### config.mk
export PLATFORM = sky130hd
export DESIGN_NAME = playfair_digraph_encrypt_core
export DESIGN_NICKNAME = d
export VERILOG_FILES = /design/src/rtl/pf_pkg.sv /design/src/rtl/playfair_digraph_encrypt_core.sv
export SDC_FILE = /design/constraint.sdc
export NUM_CORES = 1
export LEC_CHECK = 0
export BUFFER_PORTS_ARGS = -buffer_cell sky130_fd_sc_hd__buf_2
export CAP_MARGIN = 20
export CORE_MARGIN = 2
export CORE_UTILIZATION = 35
export DETAILED_ROUTE_END_ITERATION = 6
export HOLD_SLACK_MARGIN = 0.05
export PLACE_DENSITY = 0.48
export SYNTH_ARGS = -nofsm -noshare
export SYNTH_HDL_FRONTEND = slang
export SYNTH_SLANG_ARGS = --single-unit
### constraint.sdc
create_clock -name i_clk -period 15.2 [get_ports i_clk]
set_input_delay 1.52 -clock i_clk [delete_from_list [all_inputs] [get_ports i_clk]]
set_output_delay 1.52 -clock i_clk [all_outputs]
set_load 0.02 [all_outputs]
### src/rtl/pf_pkg.sv
`timescale 1ns / 1ps

package pf_pkg;

    localparam int SIDE  = 5;
    localparam int CELLS = SIDE * SIDE;

    localparam int LETTER_W = 5;
    localparam int POS_W    = 3;
    localparam int INDEX_W  = 5;

    typedef logic [LETTER_W-1:0] t_letter;
    typedef logic [POS_W-1:0]    t_pos;
    typedef logic [INDEX_W-1:0]  t_index;

    typedef enum logic {
        ACT_LOAD    = 1'b0,
        ACT_ENCRYPT = 1'b1
    } t_action;

    // Row by row: M F H I J / U N O P Q / Z V W X Y / E L A R G / D S T B C
    localparam t_letter RESET_SQUARE [CELLS] = '{
        5'd12, 5'd5,  5'd7,  5'd8,  5'd9,
        5'd20, 5'd13, 5'd14, 5'd15, 5'd16,
        5'd25, 5'd21, 5'd22, 5'd23, 5'd24,
        5'd4,  5'd11, 5'd0,  5'd17, 5'd6,
        5'd3,  5'd18, 5'd19, 5'd1,  5'd2
    };

    // Step one place along a row or column, wrapping at the edge.
    function automatic t_pos pos_next(input t_pos p);
        return (p == t_pos'(SIDE - 1)) ? '0 : p + t_pos'(1);
    endfunction

    // Row-major cell index: row * 5 + col.
    function automatic t_index cell_idx(input t_pos row, input t_pos col);
        return {row, 2'b00} + {2'b00, row} + {2'b00, col};
    endfunction

endpackage

### src/rtl/playfair_digraph_encrypt_core.sv
`timescale 1ns / 1ps

// Playfair digraph encryptor with a loadable 5x5 key square.
// An encrypt result passes the input register, then the output register, to the master side.
// Throughput: one item per cycle while the master side takes results; a load item yields no result.
// Reset (synchronous, active low): pipeline emptied, key square set to
// its fixed initial letters.
module playfair_digraph_encrypt_core
    import pf_pkg::*;
(
    input  logic        i_clk,
    input  logic        i_rst_n,

    input  logic        i_s_axis_tvalid,
    output logic        o_s_axis_tready,
    // [4:0] cell_index, [9:5] cell_letter, [14:10] first_letter,
    // [19:15] second_letter, [23:20] zero
    input  logic [23:0] i_s_axis_tdata,
    // [0] action
    input  logic        i_s_axis_tuser,

    output logic        o_m_axis_tvalid,
    input  logic        i_m_axis_tready,
    // [4:0] first_cipher, [9:5] second_cipher, [15:10] zero
    output logic [15:0] o_m_axis_tdata,
    // [0] letter_missing
    output logic        o_m_axis_tuser
);

    t_letter r_key [CELLS];

    logic    r_in_valid;
    t_action r_action;
    t_index  r_cell_index;
    t_letter r_cell_letter;
    t_letter r_first;
    t_letter r_second;

    logic    r_out_valid;
    t_letter r_first_cipher;
    t_letter r_second_cipher;
    logic    r_missing;

    logic    s_go;
    logic    s_load_go;
    logic    s_enc_go;

    logic    found1, found2;
    t_pos    row1, col1, row2, col2;
    t_index  idx_a, idx_b;
    t_letter n_first_cipher, n_second_cipher;
    logic    n_missing;

    // Loads never wait on the output; an encrypt waits for a free result slot.
    assign s_go = r_in_valid &&
                  ((r_action == ACT_LOAD) || !r_out_valid || i_m_axis_tready);
    assign s_load_go = s_go && (r_action == ACT_LOAD);
    assign s_enc_go  = s_go && (r_action == ACT_ENCRYPT);

    assign o_s_axis_tready = !r_in_valid || s_go;

    always_ff @(posedge i_clk) begin
        if (!i_rst_n) begin
            r_in_valid <= 1'b0;
        end else if (o_s_axis_tready) begin
            r_in_valid <= i_s_axis_tvalid;
        end
        if (o_s_axis_tready && i_s_axis_tvalid) begin
            r_action      <= t_action'(i_s_axis_tuser);
            r_cell_index  <= i_s_axis_tdata[4:0];
            r_cell_letter <= i_s_axis_tdata[9:5];
            r_first       <= i_s_axis_tdata[14:10];
            r_second      <= i_s_axis_tdata[19:15];
        end
    end

    always_ff @(posedge i_clk) begin
        if (!i_rst_n) begin
            r_key <= RESET_SQUARE;
        end else if (s_load_go && (r_cell_index < t_index'(CELLS))) begin
            r_key[r_cell_index] <= r_cell_letter;
        end
    end

    // Parallel match; scanning downward leaves the first row-major hit.
    always_comb begin
        found1 = 1'b0;
        found2 = 1'b0;
        row1   = '0;
        col1   = '0;
        row2   = '0;
        col2   = '0;
        for (int k = CELLS - 1; k >= 0; k--) begin
            if (r_key[k] == r_first) begin
                found1 = 1'b1;
                row1   = t_pos'(k / SIDE);
                col1   = t_pos'(k % SIDE);
            end
            if (r_key[k] == r_second) begin
                found2 = 1'b1;
                row2   = t_pos'(k / SIDE);
                col2   = t_pos'(k % SIDE);
            end
        end
    end

    always_comb begin
        if (row1 == row2) begin
            idx_a = cell_idx(row1, pos_next(col1));
            idx_b = cell_idx(row2, pos_next(col2));
        end else if (col1 == col2) begin
            idx_a = cell_idx(pos_next(row1), col1);
            idx_b = cell_idx(pos_next(row2), col2);
        end else begin
            idx_a = cell_idx(row1, col2);
            idx_b = cell_idx(row2, col1);
        end
        n_missing = !(found1 && found2);
        if (n_missing) begin
            n_first_cipher  = '0;
            n_second_cipher = '0;
        end else begin
            n_first_cipher  = r_key[idx_a];
            n_second_cipher = r_key[idx_b];
        end
    end

    always_ff @(posedge i_clk) begin
        if (!i_rst_n) begin
            r_out_valid <= 1'b0;
        end else if (s_enc_go) begin
            r_out_valid <= 1'b1;
        end else if (i_m_axis_tready) begin
            r_out_valid <= 1'b0;
        end
        if (s_enc_go) begin
            r_first_cipher  <= n_first_cipher;
            r_second_cipher <= n_second_cipher;
            r_missing       <= n_missing;
        end
    end

    assign o_m_axis_tvalid = r_out_valid;
    assign o_m_axis_tdata  = {6'b0, r_second_cipher, r_first_cipher};
    assign o_m_axis_tuser  = r_missing;

    a_missing_zero : assert property (@(posedge i_clk) disable iff (!i_rst_n)
        (o_m_axis_tvalid && o_m_axis_tuser) |-> (o_m_axis_tdata == 16'd0))
        else $error("missing letter with nonzero cipher");

    a_load_no_result : assert property (@(posedge i_clk) disable iff (!i_rst_n)
        (!r_out_valid && !s_enc_go) |=> !o_m_axis_tvalid)
        else $error("result produced without an encrypt item");

    a_reset_empty : assert property (@(posedge i_clk)
        !i_rst_n |=> (!r_in_valid && !o_m_axis_tvalid))
        else $error("pipeline not empty after reset");

    a_stall_holds_input : assert property (@(posedge i_clk) disable iff (!i_rst_n)
        (r_in_valid && !s_go) |=> (r_in_valid && $stable(r_first) && $stable(r_second)))
        else $error("stalled item lost");

endmodule
==> key figures <==
Hold path
  – Min-Delay Endpoint: r_key[31]$_SDFFE_PN0P_
  – HP Class: reg -> reg
  – Hold path cells: 2
  – Hold_sp: r_key[31]$_SDFFE_PN0P_

Place
  – # port buffers: 37
  – Gpl congestion: 0.9728
  – Place WS: 7.637 ns
  – Hpwl dp: 36.41 mm

Drt
  – Post-route ant nets: 0
  – Vias/cell: 5.726
  – First-pass iteration count of the detailed router: 7
  – DRC: 0
  – Via count: 12040
  – Initial DRC count: 1130
  – Total routed wirelength: 50.32 mm
  – Post-DR wirelength/cell: 23.93 µm

Global routing
  – Total track usage: 24.79%
  – Grt total ovfl: 0
  – Vias in the first global route: 11560
  – Initial antenna violation count: 2
  – First-pass GRT wire length: 76.39 mm
  – Maximum number of pins on one net before global-route repair: 90

CTS
  – Clock sink total: 159
  – Total CTS buffers: 17
  – Root buf cell: clkbuf_16
  – Clk pin slew, worst setup/hold paths: 0.06 ns
  – Post-CTS Resized: 0
  – Clk_lat worst skew: 0.47 ns
  – Worst-case clock buffer depth: 2
  – Cts hold-fix bufs: 0
  – TritonCTS clock tree: done
  – Post-CTS Setup Inserts: 0
  – H-Tree Depth: 4

Die
  – Die H: 202.6 µm
  – Core area: 38830 µm²
  – # rows: 72
  – Initial core utilization: 35.54%
  – Width of the die: 202.6 µm
  – Die ar.: 41030 µm²
  – Top Ports: 48

Setup path
  – Critical-path top delay cell: nand3_1
  – Worst Setup Path Type: reg -> reg
  – Critical path peak fanout: 25
  – Largest stage delay, worst path: 0.86 ns
  – Startpoint types: flop
  – Worst EP arrival: 7.78 ns
  – FF-to-FF End: r_first_cipher[0]$_SDFFCE_PN0P_
  – Reg-to-Reg Start: r_first[4]$_DFFE_PP_
  – CP endpoint kind: flop
  – Crit path cell chain: buf_4 -> xnor2_1 -> nand3_1 -> nor3_1 -> or4_1 -> o211ai_1 -> a311oi_2 -> inv_1 -> ha_1 -> a21oi_1 -> ha_1 -> a31oi_1 -> nand4_1 -> nand3_1 -> buf_4 -> mux2i_1 -> a211oi_1 -> nor4_1 -> o22ai_1
  – Cell depth of the worst flop-to-flop path: 19
  – Critical Path RT: 15.32 ns
  – Flop2flop setup slack: 7.54 ns

Yosys
  – Mapped Cells: 1601
  – Sequential area share after synthesis: 25.39%
  – Mapped Area: 13800 µm²
  – Post-synthesis adder-cell area fraction: 4.243%
  – Post-Synth XOR/XNOR Area: 17.32%
  – Ys Warns: 0
  – Yosys reg bits: 159
  – Compound-Gate Fraction of Synth Area: 13.76%
  – Simple-Gate Fraction of Synth Area: 19.71%
  – Post-synthesis mux area share: 13.29%
  – EDFF count, synth: 32
  – Dominant synthesized flop cell: dfxtp_1
  – Synthesized area per cell: 8.620 µm²
  – Largest family of logic cells by synthesized area: simple AND/OR/NAND/NOR gates
  – Distinct cells, synth: 98
  – Async S/R FF share, synth: 0%

Layout
  – Share of cells above drive strength 1: 9.533%
  – Most frequent cells in the layout: mux2i_1 (172), nand2_1 (139), xnor2_1 (136), xor2_1 (132), dfxtp_1 (127)
  – NumNets Final: 1642
  – Most common library cell in the layout ignoring fill and taps: mux2i_1
  – Area grow syn2layout: 7.470%

Power
  – VDD IR-drop max: 86.10 µV
  – Power density over the cells: 127.5 nW/µm²
  – Lkg Pwr: 5.696 nW
  – Overall Power: 1.890 mW

Timing
  – Final Cycle Share: 50.37%
  – RSZ-0062 raised after global routing: false
  – Min Hold Slack: 0.5565 ns
  – Setup TNS: 0 ns
  – Final hold viol count: 0
  – Worst Skew: 0.02119 ns
  – # setup viols final: 0
  – Final WS setup: 7.544 ns
  – Fin crit period: 7.656 ns
  – Slew Limit Fails: 0
  – Slew HR: 31.79%
  – Worst-Margin Slew: 1.020 ns
  – F_max: 130.6 MHz

Flow run
  – Max-capacitance violation count: 0

Run status
  – Run status: completed
==> worst max-delay path: cells and delay by family, from the launching register on <==
kind	cells	cell delay (ns)
AOI/OAI and AO/OA	6	1.80
xor gates and xnor gates	1	0.18
adders and majority gates	2	0.56
buffers and inverters	3	0.96
DFF	1	0.33
muxes	1	0.26
and+or+nand+nor	6	3.17
==> power by group <==
group	leakage [nW]	internal, mW	total [mW]	switching (mW)
clock network	0.272	0.242	0.417	0.176
logic	4.09	0.340	1.02	0.685
registers	1.33	0.443	0.448	0.00571
==> layout make-up <==
cell class | instances | area [µm²]
antenna | 1 | 2.502
inverter | 41 | 153.9
clock inverter | 3 | 21.27
tap | 518 | 648.1
timing repair buffer | 73 | 457.9
clock buffer | 29 | 543.0
sequential | 159 | 3503
fill | 3994 | 24000
multi-input combinational | 1279 | 9502
==> registers in the layout (all words and copies together) (netlist names), 5 cells and up <==
name	cells
r_key	125
r_first_cipher	5
r_second_cipher	5
r_first	5
r_second	5
r_cell_letter	5
r_cell_index	5
==> cell usage after synthesis (6+ instances only) <==
| cell | count | area, µm² |
|---|---|---|
| a21oi_1 | 39 | 195.2 |
| o211ai_1 | 7 | 52.55 |
| fa_1 | 8 | 160.2 |
| buf_2 | 26 | 130.1 |
| xnor2_1 | 139 | 1217 |
| nand3_1 | 119 | 595.6 |
| buf_6 | 8 | 90.09 |
| mux2i_1 | 172 | 1722 |
| buf_4 | 32 | 240.2 |
| edfxtp_1 | 32 | 960.9 |
| mux2_2 | 8 | 90.09 |
| inv_1 | 40 | 150.1 |
| buf_1 | 6 | 22.52 |
| a31oi_1 | 27 | 168.9 |
| a22oi_1 | 11 | 82.58 |
| nand4_1 | 12 | 75.07 |
| nor3_1 | 68 | 340.3 |
| o221ai_1 | 6 | 52.55 |
| nor2b_1 | 70 | 437.9 |
| o32ai_1 | 6 | 52.55 |
| a211oi_1 | 26 | 195.2 |
| and3_1 | 7 | 43.79 |
| clkbuf_1 | 50 | 187.7 |
| and2_1 | 9 | 56.30 |
| nor2_1 | 40 | 150.1 |
| nand2_1 | 139 | 521.8 |
| a221oi_1 | 9 | 78.83 |
| nor4_1 | 7 | 43.79 |
| xor2_1 | 132 | 1156 |
| and4_1 | 6 | 52.55 |
| dfxtp_1 | 127 | 2542 |
| a21boi_0 | 19 | 142.6 |
| o21ai_0 | 21 | 105.1 |
| a31o_2 | 7 | 61.31 |
| a21o_1 | 9 | 67.56 |
| ha_1 | 34 | 425.4 |
==> cells by family after synthesis <==
logic type      after synthesis
compound gates              254
fa+ha+maj                    42
buf+inv                     168
mux                         181
flops                       159
simple gates                524
xor+xnor                    272
other cells                   1
==> routing by layer <==
layer	wire length [µm]	track usage, %	vias up
li1	-	-	5628
met3	3306	3.644	57
met1	23770	35.92	5912
met2	22290	38.39	441
met5	19	0	-
met4	930	6.335	4
==> worst max-delay path by stage <==
stage                         startpoint                         endpoint  slack [ns]  cells past startpoint
finish              r_first[4]$_DFFE_PP_  r_first_cipher[0]$_SDFFCE_PN0P_        7.54                     19
global route        r_first[4]$_DFFE_PP_  r_first_cipher[1]$_SDFFCE_PN0P_        7.36                     21
CTS                 r_first[4]$_DFFE_PP_  r_first_cipher[0]$_SDFFCE_PN0P_        7.62                     19
detailed placement  r_first[4]$_DFFE_PP_  r_first_cipher[0]$_SDFFCE_PN0P_        7.64                     19
global placement    r_first[4]$_DFFE_PP_  r_first_cipher[0]$_SDFFCE_PN0P_        7.64                     19
floorplan           r_first[0]$_DFFE_PP_  r_first_cipher[0]$_SDFFCE_PN0P_       10.03                     22
==> per-stage QoR <==
stage	cells	area, µm²	utilization [%]
2_1_floorplan	1606	13820	-
3_3_place_gp	2069	14260	36.72
3_5_place_dp	2069	14260	36.72
4_1_cts	2101	14820	38.17
5_1_grt	2102	14830	38.19
6_report	2103	14830	38.20
Power figures use the tool's default switching activity.
